===== src/rtl/hbw_pkg.sv =====
// shared constants and controller/datapath interface types of the heartbeat watchdog
`default_nettype none

package hbw_pkg;

  // default slot count, and the upper limit of the slot count parameter
  localparam int unsigned CLIENTS_DEF = 16;
  localparam int unsigned CLIENTS_MAX = 64;

  // field widths
  localparam int unsigned TIME_W  = 32;
  localparam int unsigned COUNT_W = 8;
  localparam int unsigned CID_W   = 4;
  localparam int unsigned KIND_W  = 2;
  localparam int unsigned CFG_IDX_W = 2;

  // register reset values
  localparam logic [TIME_W-1:0]  TIMEOUT_RST  = 32'd15000;
  localparam logic [TIME_W-1:0]  DEAD_MAN_RST = 32'd60000;
  localparam logic [COUNT_W-1:0] BUDGET_RST   = 8'd3;
  localparam logic [CID_W-1:0]   SELF_RST     = 4'd0;

  // register indexes on the configuration port
  localparam logic [CFG_IDX_W-1:0] REG_TIMEOUT  = 2'd0;
  localparam logic [CFG_IDX_W-1:0] REG_DEAD_MAN = 2'd1;
  localparam logic [CFG_IDX_W-1:0] REG_BUDGET   = 2'd2;
  localparam logic [CFG_IDX_W-1:0] REG_SELF     = 2'd3;

  // item mode codes
  localparam logic MODE_TICK   = 1'b0;
  localparam logic MODE_REPORT = 1'b1;

  // event kinds
  localparam logic [KIND_W-1:0] KIND_DONE    = 2'd0;
  localparam logic [KIND_W-1:0] KIND_TIMEOUT = 2'd1;
  localparam logic [KIND_W-1:0] KIND_RESTART = 2'd2;
  localparam logic [KIND_W-1:0] KIND_REFUSED = 2'd3;

  // commands from the controller
  typedef struct packed {
    logic cap;       // capture the accepted item
    logic rd_en;     // read the slot memory
    logic rep_wr;    // apply a report to the captured client
    logic scan_adv;  // finish the scanned slot, emit its event if any
    logic done_ld;   // emit the tick-done item
  } hbw_cmd_t;

  // status back to the controller
  typedef struct packed {
    logic cid_ok;    // incoming client id addresses a real slot
    logic ev_need;   // scanned slot produces an event
    logic out_free;  // output register can take an item this cycle
  } hbw_sts_t;

endpackage

`default_nettype wire


===== src/rtl/hbw_ctrl.sv =====
// sequencer for reports and tick scans of the heartbeat watchdog
`default_nettype none

module hbw_ctrl import hbw_pkg::*; #(
  parameter int unsigned CLIENTS = CLIENTS_DEF,
  localparam int unsigned IW = $clog2(CLIENTS)
) (
  input  wire logic          clk_i,
  input  wire logic          rst_ni,
  input  wire logic          in_valid_i,
  output logic               in_stall_o,
  input  wire logic          mode_i,
  input  wire logic [CID_W-1:0] client_id_i,
  input  wire hbw_sts_t      sts_i,
  output hbw_cmd_t           cmd_o,
  output logic [IW-1:0]      rd_addr_o,
  output logic [IW-1:0]      slot_o
);

  localparam logic [1:0] S_IDLE = 2'd0;
  localparam logic [1:0] S_REP  = 2'd1;
  localparam logic [1:0] S_SCAN = 2'd2;
  localparam logic [1:0] S_DONE = 2'd3;

  localparam logic [IW-1:0] LAST_SLOT = IW'(CLIENTS - 1);

  logic [1:0]    state_q, state_d;
  logic [IW-1:0] idx_q, idx_d;
  logic [IW-1:0] idx_inc;

  assign idx_inc    = IW'(idx_q + 1'b1);
  assign in_stall_o = (state_q != S_IDLE);
  assign slot_o     = idx_q;

  // next state and commands
  always_comb begin
    state_d   = state_q;
    idx_d     = idx_q;
    cmd_o     = '0;
    rd_addr_o = idx_q;
    unique case (state_q)
      S_IDLE: begin
        if (in_valid_i) begin
          cmd_o.cap = 1'b1;
          if (mode_i == MODE_REPORT) begin
            if (sts_i.cid_ok) begin
              cmd_o.rd_en = 1'b1;
              rd_addr_o   = IW'(client_id_i);
              state_d     = S_REP;
            end
          end else begin
            cmd_o.rd_en = 1'b1;
            rd_addr_o   = '0;
            idx_d       = '0;
            state_d     = S_SCAN;
          end
        end
      end
      S_REP: begin
        cmd_o.rep_wr = 1'b1;
        state_d      = S_IDLE;
      end
      S_SCAN: begin
        // hold the slot while its event waits for the output register
        if (!sts_i.ev_need || sts_i.out_free) begin
          cmd_o.scan_adv = 1'b1;
          if (idx_q == LAST_SLOT) begin
            state_d = S_DONE;
          end else begin
            cmd_o.rd_en = 1'b1;
            rd_addr_o   = idx_inc;
            idx_d       = idx_inc;
          end
        end
      end
      S_DONE: begin
        if (sts_i.out_free) begin
          cmd_o.done_ld = 1'b1;
          state_d       = S_IDLE;
        end
      end
    endcase
  end

  // state and slot counter
  always_ff @(posedge clk_i or negedge rst_ni) begin
    if (!rst_ni) begin
      state_q <= S_IDLE;
      idx_q   <= '0;
    end else begin
      state_q <= state_d;
      idx_q   <= idx_d;
    end
  end

endmodule

`default_nettype wire


===== src/rtl/hbw_dp.sv =====
// registers, slot memory, silence compare and output register of the heartbeat watchdog
`default_nettype none

module hbw_dp import hbw_pkg::*; #(
  parameter int unsigned CLIENTS = CLIENTS_DEF,
  localparam int unsigned IW = $clog2(CLIENTS)
) (
  input  wire logic                 clk_i,
  input  wire logic                 rst_ni,
  input  wire logic                 cfg_valid_i,
  input  wire logic [CFG_IDX_W-1:0] cfg_index_i,
  input  wire logic [TIME_W-1:0]    cfg_data_i,
  input  wire logic [CID_W-1:0]     client_id_i,
  input  wire logic [TIME_W-1:0]    now_time_i,
  input  wire logic                 report_healthy_i,
  input  wire hbw_cmd_t             cmd_i,
  input  wire logic [IW-1:0]        rd_addr_i,
  input  wire logic [IW-1:0]        slot_i,
  output hbw_sts_t                  sts_o,
  input  wire logic                 out_stall_i,
  output logic                      out_valid_o,
  output logic [CID_W-1:0]          event_client_o,
  output logic [KIND_W-1:0]         event_kind_o,
  output logic [COUNT_W-1:0]        attempt_count_o,
  output logic                      last_of_run_o
);

  localparam int unsigned MW = COUNT_W + TIME_W;
  localparam int unsigned CW = (IW > CID_W) ? IW : CID_W;
  localparam logic [CLIENTS-1:0] HEALTHY_RST = CLIENTS'(1) << SELF_RST;

  // configuration registers
  logic [TIME_W-1:0]  timeout_q, dead_man_q;
  logic [COUNT_W-1:0] budget_q;
  logic [CID_W-1:0]   self_q;

  // captured item
  logic [CID_W-1:0]  cid_q;
  logic [TIME_W-1:0] now_q;
  logic              rh_q;

  // slot state: {restart count, last seen} in memory, flags in flops
  logic [MW-1:0]      mem_q [CLIENTS];
  logic [CLIENTS-1:0] vld_q;
  logic [CLIENTS-1:0] healthy_q;
  logic [MW-1:0]      rd_data_q;
  logic               rd_vld_q;

  // output register
  logic               out_valid_q;
  logic [CID_W-1:0]   ev_client_q;
  logic [KIND_W-1:0]  ev_kind_q;
  logic [COUNT_W-1:0] ev_count_q;
  logic               ev_last_q;

  logic [IW-1:0]      cid_addr;
  logic [TIME_W-1:0]  ls_rd;
  logic [COUNT_W-1:0] cnt_rd, cnt_inc, rep_cnt;
  logic [TIME_W-1:0]  silence;
  logic               is_self, active, dead, tmo, ev, refused;
  logic               we, out_ld, out_free;
  logic [IW-1:0]      wa;
  logic [MW-1:0]      wd;
  logic [KIND_W-1:0]  ev_kind;

  // register writes
  always_ff @(posedge clk_i or negedge rst_ni) begin
    if (!rst_ni) begin
      timeout_q  <= TIMEOUT_RST;
      dead_man_q <= DEAD_MAN_RST;
      budget_q   <= BUDGET_RST;
      self_q     <= SELF_RST;
    end else if (cfg_valid_i) begin
      unique case (cfg_index_i)
        REG_TIMEOUT:  timeout_q  <= cfg_data_i;
        REG_DEAD_MAN: dead_man_q <= cfg_data_i;
        REG_BUDGET:   budget_q   <= cfg_data_i[COUNT_W-1:0];
        REG_SELF:     self_q     <= cfg_data_i[CID_W-1:0];
      endcase
    end
  end

  // item capture
  always_ff @(posedge clk_i) begin
    if (cmd_i.cap) begin
      cid_q <= client_id_i;
      now_q <= now_time_i;
      rh_q  <= report_healthy_i;
    end
  end

  assign cid_addr     = IW'(cid_q);
  assign sts_o.cid_ok = (32'(client_id_i) < 32'(CLIENTS));

  // entry never written reads as zero
  assign ls_rd   = rd_vld_q ? rd_data_q[TIME_W-1:0] : '0;
  assign cnt_rd  = rd_vld_q ? rd_data_q[MW-1:TIME_W] : '0;
  assign cnt_inc = COUNT_W'(cnt_rd + 1'b1);

  // scanned slot evaluation
  assign silence = now_q - ls_rd;
  assign is_self = (CW'(slot_i) == CW'(self_q));
  assign active  = healthy_q[slot_i] && !is_self;
  assign dead    = (silence > dead_man_q);
  assign tmo     = (silence > timeout_q);
  assign ev      = active && (dead || tmo);
  assign refused = (cnt_rd >= budget_q);
  assign sts_o.ev_need = ev;

  always_comb begin
    if (!dead) begin
      ev_kind = KIND_TIMEOUT;
    end else if (refused) begin
      ev_kind = KIND_REFUSED;
    end else begin
      ev_kind = KIND_RESTART;
    end
  end

  // report clears the count when an unhealthy client comes back healthy
  assign rep_cnt = (!healthy_q[cid_addr] && rh_q) ? '0 : cnt_rd;

  // memory write port
  assign we = cmd_i.rep_wr || (cmd_i.scan_adv && ev && dead && !refused);
  assign wa = cmd_i.rep_wr ? cid_addr : slot_i;
  assign wd = cmd_i.rep_wr ? {rep_cnt, now_q} : {cnt_inc, ls_rd};

  // slot memory
  always_ff @(posedge clk_i) begin
    if (we) begin
      mem_q[wa] <= wd;
    end
    if (cmd_i.rd_en) begin
      rd_data_q <= mem_q[rd_addr_i];
    end
  end

  // written marks, read mark and health flags
  always_ff @(posedge clk_i or negedge rst_ni) begin
    if (!rst_ni) begin
      vld_q     <= '0;
      rd_vld_q  <= 1'b0;
      healthy_q <= HEALTHY_RST;
    end else begin
      if (we) begin
        vld_q[wa] <= 1'b1;
      end
      if (cmd_i.rd_en) begin
        rd_vld_q <= vld_q[rd_addr_i];
      end
      if (cmd_i.rep_wr) begin
        healthy_q[cid_addr] <= rh_q;
      end else if (cmd_i.scan_adv && ev) begin
        healthy_q[slot_i] <= 1'b0;
      end
    end
  end

  // output register
  assign out_free       = !out_valid_q || !out_stall_i;
  assign sts_o.out_free = out_free;
  assign out_ld         = (cmd_i.scan_adv && ev) || cmd_i.done_ld;

  always_ff @(posedge clk_i or negedge rst_ni) begin
    if (!rst_ni) begin
      out_valid_q <= 1'b0;
    end else if (out_ld) begin
      out_valid_q <= 1'b1;
    end else if (!out_stall_i) begin
      out_valid_q <= 1'b0;
    end
  end

  always_ff @(posedge clk_i) begin
    if (cmd_i.done_ld) begin
      ev_client_q <= '0;
      ev_kind_q   <= KIND_DONE;
      ev_count_q  <= '0;
      ev_last_q   <= 1'b1;
    end else if (out_ld) begin
      ev_client_q <= CID_W'(slot_i);
      ev_kind_q   <= ev_kind;
      ev_count_q  <= (dead && !refused) ? cnt_inc : cnt_rd;
      ev_last_q   <= 1'b0;
    end
  end

  assign out_valid_o     = out_valid_q;
  assign event_client_o  = ev_client_q;
  assign event_kind_o    = ev_kind_q;
  assign attempt_count_o = ev_count_q;
  assign last_of_run_o   = ev_last_q;

endmodule

`default_nettype wire


===== src/rtl/multi_client_heartbeat_watchdog.sv =====
// A report is accepted, then its slot memory entry is updated; it gives no result.
// A tick scans one slot a cycle through the single memory read port while no event waits
// on a stalled output; after the last slot the tick-done item goes into the output register
// and the block returns to idle, ready for the next item. One item is in work at
// a time; an event waiting on a stalled output holds the scan. Reset (async, active low)
// restores register defaults, marks slots unwritten (read as zero), self slot healthy.
`default_nettype none

module multi_client_heartbeat_watchdog import hbw_pkg::*; #(
  parameter int unsigned CLIENTS = CLIENTS_DEF
) (
  input  wire logic                 clk_i,
  input  wire logic                 rst_ni,
  input  wire logic                 in_valid_i,
  output logic                      in_stall_o,
  input  wire logic                 mode_i,
  input  wire logic [CID_W-1:0]     client_id_i,
  input  wire logic [TIME_W-1:0]    now_time_i,
  input  wire logic                 report_healthy_i,
  output logic                      out_valid_o,
  input  wire logic                 out_stall_i,
  output logic [CID_W-1:0]          event_client_o,
  output logic [KIND_W-1:0]         event_kind_o,
  output logic [COUNT_W-1:0]        attempt_count_o,
  output logic                      last_of_run_o,
  input  wire logic                 cfg_valid_i,
  output logic                      cfg_ready_o,
  input  wire logic [CFG_IDX_W-1:0] cfg_index_i,
  input  wire logic [TIME_W-1:0]    cfg_data_i
);

  localparam int unsigned IW = $clog2(CLIENTS);

  hbw_cmd_t      cmd;
  hbw_sts_t      sts;
  logic [IW-1:0] rd_addr;
  logic [IW-1:0] slot;

  // registers are always writable
  assign cfg_ready_o = 1'b1;

  // sequencer
  hbw_ctrl #(
    .CLIENTS (CLIENTS)
  ) u_ctrl (
    .clk_i       (clk_i),
    .rst_ni      (rst_ni),
    .in_valid_i  (in_valid_i),
    .in_stall_o  (in_stall_o),
    .mode_i      (mode_i),
    .client_id_i (client_id_i),
    .sts_i       (sts),
    .cmd_o       (cmd),
    .rd_addr_o   (rd_addr),
    .slot_o      (slot)
  );

  // datapath
  hbw_dp #(
    .CLIENTS (CLIENTS)
  ) u_dp (
    .clk_i            (clk_i),
    .rst_ni           (rst_ni),
    .cfg_valid_i      (cfg_valid_i),
    .cfg_index_i      (cfg_index_i),
    .cfg_data_i       (cfg_data_i),
    .client_id_i      (client_id_i),
    .now_time_i       (now_time_i),
    .report_healthy_i (report_healthy_i),
    .cmd_i            (cmd),
    .rd_addr_i        (rd_addr),
    .slot_i           (slot),
    .sts_o            (sts),
    .out_stall_i      (out_stall_i),
    .out_valid_o      (out_valid_o),
    .event_client_o   (event_client_o),
    .event_kind_o     (event_kind_o),
    .attempt_count_o  (attempt_count_o),
    .last_of_run_o    (last_of_run_o)
  );

endmodule

`default_nettype wire


===== config.mk =====
export PLATFORM = sky130hd
export DESIGN_NAME = multi_client_heartbeat_watchdog
export DESIGN_NICKNAME = d
export VERILOG_FILES = /design/src/rtl/hbw_pkg.sv /design/src/rtl/hbw_ctrl.sv /design/src/rtl/hbw_dp.sv /design/src/rtl/multi_client_heartbeat_watchdog.sv
export SDC_FILE = /design/constraint.sdc
export NUM_CORES = 1
export LEC_CHECK = 0
export ABC_CLOCK_PERIOD_IN_PS = 7800
export BUFFER_PORTS_ARGS = -buffer_cell sky130_fd_sc_hd__buf_2
export CORE_MARGIN = 2
export CORE_UTILIZATION = 55
export CTS_CLUSTER_SIZE = 12
export DETAILED_ROUTE_END_ITERATION = 10
export PLACE_DENSITY = 0.73
export SYNTH_ARGS = -nofsm -noshare
export SYNTH_HDL_FRONTEND = slang
export SYNTH_HIERARCHICAL = 1
export SYNTH_SLANG_ARGS = --single-unit

===== constraint.sdc =====
create_clock -name clk_i -period 7.8 [get_ports clk_i]
set_clock_uncertainty 0.05 [all_clocks]
set_input_delay 0.39 -clock clk_i [delete_from_list [all_inputs] [get_ports clk_i]]
set_output_delay 0.39 -clock clk_i [all_outputs]
set_load 0.02 [all_outputs]

; Word-level counts from Yosys, hierarchy flattened
; Memories as Yosys holds them, arrays and structs flattened. A register that Yosys moved wholly into a read port is not among the register bits.
; Cells that the tools add are included.
[word_totals]
input_bits = 77
elab_cells = 131
output_inout_bits = 18
n_memories = 1
ram_bits = 640
reg_bits = 168
[memory_table]
columns = memory, depth, word_bits, rd, rd_clocked_by_memory_dff, write_ports, line_no
row1 = u_dp.mem_q, 16, 40, 1, 1, 1, hbw_dp.sv:43  ; logic [MW-1:0] mem_q [CLIENTS];
[classes]
mux = 51
n_addsub = 3
reduce_logical = 32
bitwise = 3
eq_ne = 14
order_cmp = 10
[op_table]
columns = cell, count
row1 = $gt A32 B32 Y1, 2
row2 = $mux W40, 1
row3 = $mux W16, 2
row4 = $mux W32, 1
row5 = $sub A32 B32 Y32, 1
row6 = $mux W4, 7
row7 = $mux W8, 3
row8 = $lt A4 B5 Y1 const B, 4
row9 = $mux W1, 19
row10 = $and A16 B16 Y16, 1
row11 = $bwmux W16, 1
row12 = $not A16 Y16, 1
row13 = $or A16 B16 Y16, 1
row14 = $pmux W4 S2, 2
row15 = $mux W2, 7
row16 = $bmux W1 S4, 3
row17 = $demux W1 S4, 3
row18 = $ge A4 B1 Y1 const B, 3
row19 = $logic_and A1 B1 Y1, 10
row20 = $add A8 B1 Y8 const B, 1
row21 = $eq A2 B2 Y1 const B, 4
row22 = $ge A8 B8 Y1, 1
row23 = $ne A2 B1 Y1 const B, 4
row24 = $pmux W2 S4, 1
row25 = other kinds (13), 30

; Longest topological paths before layout
; Gate-level depths: netlist of run 1.
[logic_depth]
depth_word = 15
mapped_depth = 30
mapped_depth_nobuf = 27

; Modules after synthesis
; Netlist of run 1, hierarchy kept.
[modules_own_cells]
columns = mod, area_per_inst_um2, instances, seq_area_each_um2, cells_per_inst
row1 = hbw_dp, 35856.9, 1, 24604.8, 2058
row2 = hbw_ctrl, 521.8, 1, 150.1, 60
row3 = multi_client_heartbeat_watchdog, 11.3, 1, 0.0, 2

; Least setup slack after synthesis of run 1
; OpenSTA, ideal clock, no wires.
[synth_timing]
path_kind = register to register
startpoint = register u_dp.rd_vld_q
endpoint = memory u_dp/mem_q[6][0] (netlist name), enable pin
t_arrival_ns = 7.636
path_slack_ns = -0.324
path_stages_with_launch = 28
required_time_ns = 7.313
setup_time_ns = 0.437
period_less_slack_ns = 8.124
path_cell_list = dfrtp_1 > clkbuf_1 > clkbuf_1 > nand2_1 > ha_1 > a21o_1 > a21oi_1 > a21oi_1 > o41ai_1 > a31oi_1 > a221oi_1 > o21a_1 > o311ai_0 > ha_1 > nand3_1 > or4_4 > nor4_1 > nor3_1 > o21ai_1 > a31oi_1 > buf_4 > nor2b_1 > nor2_1 > inv_1 > or2_2 > a21oi_4 > a31oi_4 > nor2_1
[synth_lines]
columns = item, line_no
row1 = start: declaration, hbw_dp.sv:47  ; logic rd_vld_q;
row2 = start signal: assignment, hbw_dp.sv:149  ; rd_vld_q <= vld_q[rd_addr_i];
row3 = end: declaration, hbw_dp.sv:43

==> results of run 1 <==
-- layout make-up --
class                   instances  area, µm²  share of cell area
clock buffers                 114       2420              0.0574
well taps                     864       1080              0.0257
multi-input cells            1076      11100               0.263
repair buffers                250       2230              0.0530
clock inverters                33        184             0.00437
flip-flops and latches        848      24800               0.588
inverters                     101        379             0.00900
-- worst max-delay path: stages (launching register included) --
cell      delay (ps)
dfrtp_2          420
buf_6            180
buf_8            180
nand2_1           90
ha_1             370
o211a_1          250
and3_1           200
a22o_1           200
a21o_1           210
buf_4            180
a21boi_0         280
o21ai_0          170
xnor2_1          450
ha_1             240
nand3_1           90
or4_4            580
o22ai_1          210
a211oi_1          80
or2_2            330
a31oi_1          200
nand2b_1         100
buf_4            160
nand3_4          100
and3_1           180
a221o_4          220
buf_12           350
mux4_2           410
mux4_2           550
-- timing repair --
| item | 4_1_cts | 5_1_grt |
|---|---|---|
| pin swaps | 2 | 3 |
| endpoints found under the hold margin | 126 | 0 |
| resized for setup | 1 | 11 |
| setup buffers | 4 | 5 |
| gates cloned | 0 | 2 |
| endpoints found under the setup margin | 30 | 582 |
| hold buffers | 64 | 0 |
-- metal layers --
layer,share of wire,vias to the layer above,track usage
li1,-,8848,-
met2,0.48,1139,0.435
met3,0.097,178,0.0456
met4,0.030,0,0.0906
met5,0,-,0
met1,0.39,10759,0.380
-- Yosys cell counts (all sizes together), types with 6 or more instances --
master,n
a211oi,10
a21o,35
a21oi,70
a31oi,21
and2,6
and3,11
buf,32
clkbuf,63
dfrtp,99
dfstp,17
dfxtp,15
edfxtp,717
ha,106
inv,100
mux2,48
mux2i,17
mux4,215
nand2,142
nand2b,17
nand3,19
nand3b,7
nand4,17
nor2,65
nor2b,7
nor3,23
o211ai,6
o21a,9
o21ai,98
o21bai,17
o22ai,8
xnor2,22
xor2,12
-- sequential cells by signal, indices dropped and copies added (netlist names), 8 cells and up --
name,cells
u_dp/vld_q,16
u_dp/timeout_q,32
u_dp/attempt_count_o,8
u_dp/budget_q,8
u_dp/now_q,32
u_dp/dead_man_q,32
u_dp/rd_data_q,40
u_dp/healthy_q,16
u_dp/mem_q,640
-- cells by family after synthesis --
kind of cell / Yosys count
flip-flops: 848
XOR/XNOR: 34
multiplexers: 280
buffers and inverters: 196
AND/OR/NAND/NOR: 339
adder cells (fa/ha/maj): 107
other: 2
AO/OA/AOI/OAI: 314
-- stage by stage --
| step | hold slack (ps) | setup TNS [ps] | instance area, µm² | utilization |
|---|---|---|---|---|
| global placement | 388 | 0 | 38700 | 0.590 |
| finish | 24.8 | 0 | 42100 | 0.642 |
| detailed placement | 392 | -621 | 38700 | 0.590 |
| CTS | 0.730 | 0 | 42000 | 0.640 |
| global route | 26.6 | -2.32 | 42100 | 0.642 |
| floorplan | 44.4 | -124740 | 36400 | - |
-- worst max path at each step --
stage,start,slack [ps],end
4_1_cts,u_dp/rd_vld_q$_DFFE_PN0P_,50,u_dp/rd_data_q[0]$_DFFE_PP_
2_1_floorplan,u_dp/rd_vld_q$_DFFE_PN0P_,-320,u_dp/mem_q[4][0]$_DFFE_PP_
3_3_place_gp,u_dp/rd_vld_q$_DFFE_PN0P_,40,u_dp/rd_data_q[0]$_DFFE_PP_
6_report,u_dp/rd_vld_q$_DFFE_PN0P_,350,u_dp/rd_data_q[0]$_DFFE_PP_
3_5_place_dp,u_dp/rd_vld_q$_DFFE_PN0P_,-70,u_dp/rd_data_q[0]$_DFFE_PP_
5_1_grt,u_dp/rd_vld_q$_DFFE_PN0P_,-2,u_dp/rd_data_q[20]$_DFFE_PP_
-- report_power, final --
| part | internal [mW] | total (mW) | switching (mW) |
|---|---|---|---|
| Clock | 2.20 | 3.88 | 1.68 |
| Combinational | 4.83 | 10.3 | 5.46 |
| Sequential | 6.33 | 6.64 | 0.307 |
| Total | 13.4 | 20.8 | 7.44 |
==> results.txt, run 1 <==
status - complete, no violations
dpl cells - 3064
gpl congestion - 0.871
WL final - 91.3 mm
synth warn - 6
Worst IR Drop VDD - 0.444 mV
core region area - 65600 µm²
pre-CTS setup slack - -69.0 ps
hold_sp - cfg_data_i[7]
grt total ovfl - 0
first-pass GRT wire length - 134 mm
DRC marker count from the first detailed-route iteration - 2641
All-Layer GR Usage - 0.270
n_diodes - 0
adder-cell share of the synthesized area - 0.0370
largest net degree at the start of global routing - 75
Final Setup Violations - 0
Critical Path Fanout Max - 74
vias in the first global route - 21025
vias per cell - 6.37
min Tclk post-route - 7450 ps
Yosys cell types - 89
r2r startpoint - u_dp/rd_vld_q$_DFFE_PN0P_
FMAX - 134 MHz
Max-slew headroom - 0.115
DR WL/cell - 27.8 µm
final worst setup slack - 348 ps
clk root buf - clkbuf_16
antenna violations before repair - 0
critical path endpoint category - flop
#FFs+latches synth - 848
most frequent cells in the layout - edfxtp_1 (717), mux4_2 (215), nand2_1 (139)
mean area per synthesized cell - 17.2 µm²
fin crit share - 0.955
main combinational cell family by area after synthesis - multiplexers
crit path DAT - 7750 ps
Initial DRT Pass Iterations - 5
clock latency on the worst-skew pair - 640 ps
hold path endpoint - u_dp/timeout_q[7]$_DFFE_PN1P_
max-cap viol count - 0
Leakage - 14.9 nW
Vias - 20924
Tot Pwr - 20.8 mW
# DRC - 0
Syn Inst Count - 2120
CTS tree - done
power density over the cells - 494 nW/µm²
XOR/XNOR share of the synthesized area - 0.00818
Synth-to-Final Area Change - 15.8%
FILL cells - 4446
largest area contributor in the netlist - edfxtp_1
Critical Path Source Type - flop
Simple-Gate Fraction of Synth Area - 0.0447
Detail Route Antenna Nets - 0
top_reg_cell synth - edfxtp_1
Slew Limit Fails - 0
Worst Max-Slew Pin Slew - 1330 ps
# IOs - 95
CTS H-tree lvls - 3
worst-case clock buffer depth - 3
Critical Path RT - 8100 ps
Hold WC Path Type - in -> reg
TritonCTS Buffers - 88
Final Hold Vio Count - 0
commonest non-fill, non-tap cell in the layout - edfxtp_1
Synth Area in Compound Gates - 0.0557
Yosys top cell area share - 0.592
worst hold stages - 3
flop2flop setup slack - 350 ps
post-synthesis net count - 2304
Post-synth EDFFs - 717
WS Path Type - reg -> reg
sequential element share of the synthesized area - 0.680
nets - 2549
Rows - 94
mux share of post-synthesis cell area - 0.153
initial core utilization - 0.554
asr flop ratio synth - 0.137
Reg2Reg Depth - 27
PortBufs - 93
share of cells above drive strength 1 - 0.259
die area - 68200 µm²
clock slew at reported path FFs - 60 ps
Final Non-Filler Cells - 3286
post-DP HPWL - 51.8 mm
ranking of synthesized cells by area - edfxtp_1 (59%), mux4_2 (13%), dfrtp_1 (6.8%), ha_1 (3.6%), mux2_2 (1.5%)
Die Span Y - 261 µm
CTS sink cnt - 848
Die X - 261 µm
RR Endpoint - u_dp/rd_data_q[0]$_DFFE_PP_
mapped cell area - 36400 µm²
No activity file was read; power rests on OpenSTA's default activity.
==> inputs of run 2 (changes only) <==
--- a/config.mk
+++ b/config.mk
@@ -5,13 +5,13 @@
 export SDC_FILE = /design/constraint.sdc
 export NUM_CORES = 1
 export LEC_CHECK = 0
-export ABC_CLOCK_PERIOD_IN_PS = 7800
+export ABC_CLOCK_PERIOD_IN_PS = 8400
 export BUFFER_PORTS_ARGS = -buffer_cell sky130_fd_sc_hd__buf_2
 export CORE_MARGIN = 2
 export CORE_UTILIZATION = 55
 export CTS_CLUSTER_SIZE = 12
 export DETAILED_ROUTE_END_ITERATION = 10
-export PLACE_DENSITY = 0.73
+export PLACE_DENSITY = 0.71
 export SYNTH_ARGS = -nofsm -noshare
 export SYNTH_HDL_FRONTEND = slang
 export SYNTH_HIERARCHICAL = 1
==> constraint.sdc (replaced) <==
create_clock -name clk_i -period 8.4 [get_ports clk_i]
set_clock_uncertainty 0.05 [all_clocks]
set_input_delay 0.42 -clock clk_i [delete_from_list [all_inputs] [get_ports clk_i]]
set_output_delay 0.42 -clock clk_i [all_outputs]
set_load 0.02 [all_outputs]
==> run 2 against run 1 <==
  * Die area did not move
  * Clock power shrank 9.3%
  * Global-route usage increased by 0.30 points
  * Critical path type unchanged
  * Critical endpoint unchanged
  * Register-to-register slack gained 96 ps
  * Flip-flop and latch count is the same
  * Combinational power shrank 9%
  * Non-clock buffer count is 2 lower
==> results.txt, run 2 (synthesis results as in run 1) <==
status - complete, no violations
FMAX - 126 MHz
antenna violations before repair - 4
clock slew at reported path FFs - 60 ps
Final Hold Vio Count - 0
Gate power share - 0.491
grt total ovfl - 0
multi-input logic area - 11000 µm²
Worst IR Drop VDD - 0.519 mV
critical path endpoint category - flop
PortBufs - 93
Final Setup Violations - 0
largest net degree at the start of global routing - 82
Critical-path top delay cell - or4_4
vias per cell - 6.33
RSZ-0062 raised after global routing - false
Detail Route Antenna Nets - 0
largest registers - u_dp/mem_q x640, u_dp/rd_data_q x40
Tot Pwr - 19.0 mW
fin area - 41800 µm²
clock latency on the worst-skew pair - 650 ps
flop2flop setup slack - 440 ps
vias in the first global route - 21062
max reg flops - 640
# IOs - 95
worst-case clock buffer depth - 3
share of cells above drive strength 1 - 0.259
Die Span Y - 261 µm
clk root buf - clkbuf_16
gpl congestion - 0.877
Fin Setup TNS - 0 ps
hold_sp - cfg_data_i[5]
CTS H-tree lvls - 3
Critical Path Fanout Max - 36
crit path DAT - 8270 ps
crit path launch - u_dp/rd_vld_q$_DFFE_PN0P_
Hold WC Path Type - in -> reg
final core utilization - 0.637
FILL cells - 4524
WL final - 91.0 mm
WS Path Type - reg -> reg
Die X - 261 µm
max-cap viol count - 0
core region area - 65600 µm²
Reg power frac - 0.324
crit-path max cell delay - 610 ps
r2r startpoint - u_dp/rd_vld_q$_DFFE_PN0P_
CP dominant cell by count - nand4_1
CTS sink cnt - 848
Biggest register - u_dp/mem_q
min Tclk post-route - 7960 ps
Critical Path Source Type - flop
CTS tree - done
All-Layer GR Usage - 0.273
NetSw - 6.85 mW
# DRC - 0
DRC marker count from the first detailed-route iteration - 2538
Sw Share - 0.360
first-pass GRT wire length - 135 mm
Synth-to-Final Area Change - 14.9%
power density over the cells - 455 nW/µm²
commonest non-fill, non-tap cell in the layout - edfxtp_1
fin crit share - 0.947
DR WL/cell - 27.8 µm
placed cell areas - 38600 µm²
post-DP HPWL - 53.3 mm
clock share of power - 0.185
nets - 2546
Initial DRT Pass Iterations - 6
Slew Limit Fails - 0
most frequent cells in the layout - edfxtp_1 (717), mux4_2 (215), nand2_1 (139)
Max-slew headroom - 0.139
Critical Path RT - 8710 ps
n_diodes - 0
Vias - 20744
initial core utilization - 0.554
Leakage - 14.7 nW
Rows - 94
Internal Power - 12.2 mW
die area - 68200 µm²
TritonCTS Buffers - 87
FF/Latch Area - 24800 µm²
Worst Max-Slew Pin Slew - 1290 ps
[run 2: critical path, delay by kind of cell (launching register included)]
kind	cells	cell delay [ps]
simple gates	10	2560
mux	2	960
flops	1	500
buf+inv	4	590
fa+ha+maj	3	720
compound gates	9	2250
[run 2: repair_timing]
action                                 in CTS  in global routing
hold buffers                               61                  0
buffers inserted                            0                 11
setup endpoints to repair                   0                 40
resized for setup                           0                  2
endpoints found under the hold margin     117                  0
[run 2: path summary, 6_finish.rpt]
path	depth (start not counted)	end
setup / recovery	28	u_dp/rd_data_q[0]$_DFFE_PP_
hold / removal	3	u_dp/timeout_q[5]$_DFFE_PN0P_
setup reg to reg	28	u_dp/rd_data_q[0]$_DFFE_PP_
hold reg to reg	2	u_dp/event_client_o[0]$_SDFFE_PP0P_
min in group asynchronous	2	u_dp/self_q[1]$_DFFE_PN0P_
max in group asynchronous	3	u_dp/rd_vld_q$_DFFE_PN0P_
[run 2: layer usage]
metal / up-vias / track usage / routed length [µm]
met5: - / 0 / 27
met4: 4 / 0.0889 / 2480
met3: 161 / 0.0524 / 8230
met2: 1073 / 0.433 / 43600
met1: 10647 / 0.387 / 36600
li1: 8859 / - / -
[run 2: power by group through the flow]
stage | clock network (mW) | logic (mW) | registers (mW)
5_1_grt | 3.73 | 10.0 | 6.21
4_1_cts | 3.58 | 9.21 | 6.16
6_report | 3.52 | 9.33 | 6.16
3_5_place_dp | 0 | 9.11 | 6.24
3_3_place_gp | 0 | 8.89 | 6.22
2_1_floorplan | 0 | 6.62 | 6.16
[run 2: area by class of cell]
class / instances / share of cell area
Clock buffer: 109 / 0.0545
Clock inverter: 31 / 0.00592
Inverter: 101 / 0.00907
Multi-Input combinational cell: 1076 / 0.264
Sequential cell: 848 / 0.592
Tap cell: 864 / 0.0258
Timing Repair Buffer: 248 / 0.0484
[run 2: through the flow]
step | std cells | hold slack (ps) | setup WS [ps]
6_report | 3277 | 33.7 | 444
5_1_grt | 3277 | 41.4 | 79.2
4_1_cts | 3266 | 7.56 | 163
3_5_place_dp | 3065 | 406 | 208
3_3_place_gp | 3065 | 390 | 373
2_1_floorplan | 2120 | 74.4 | 276
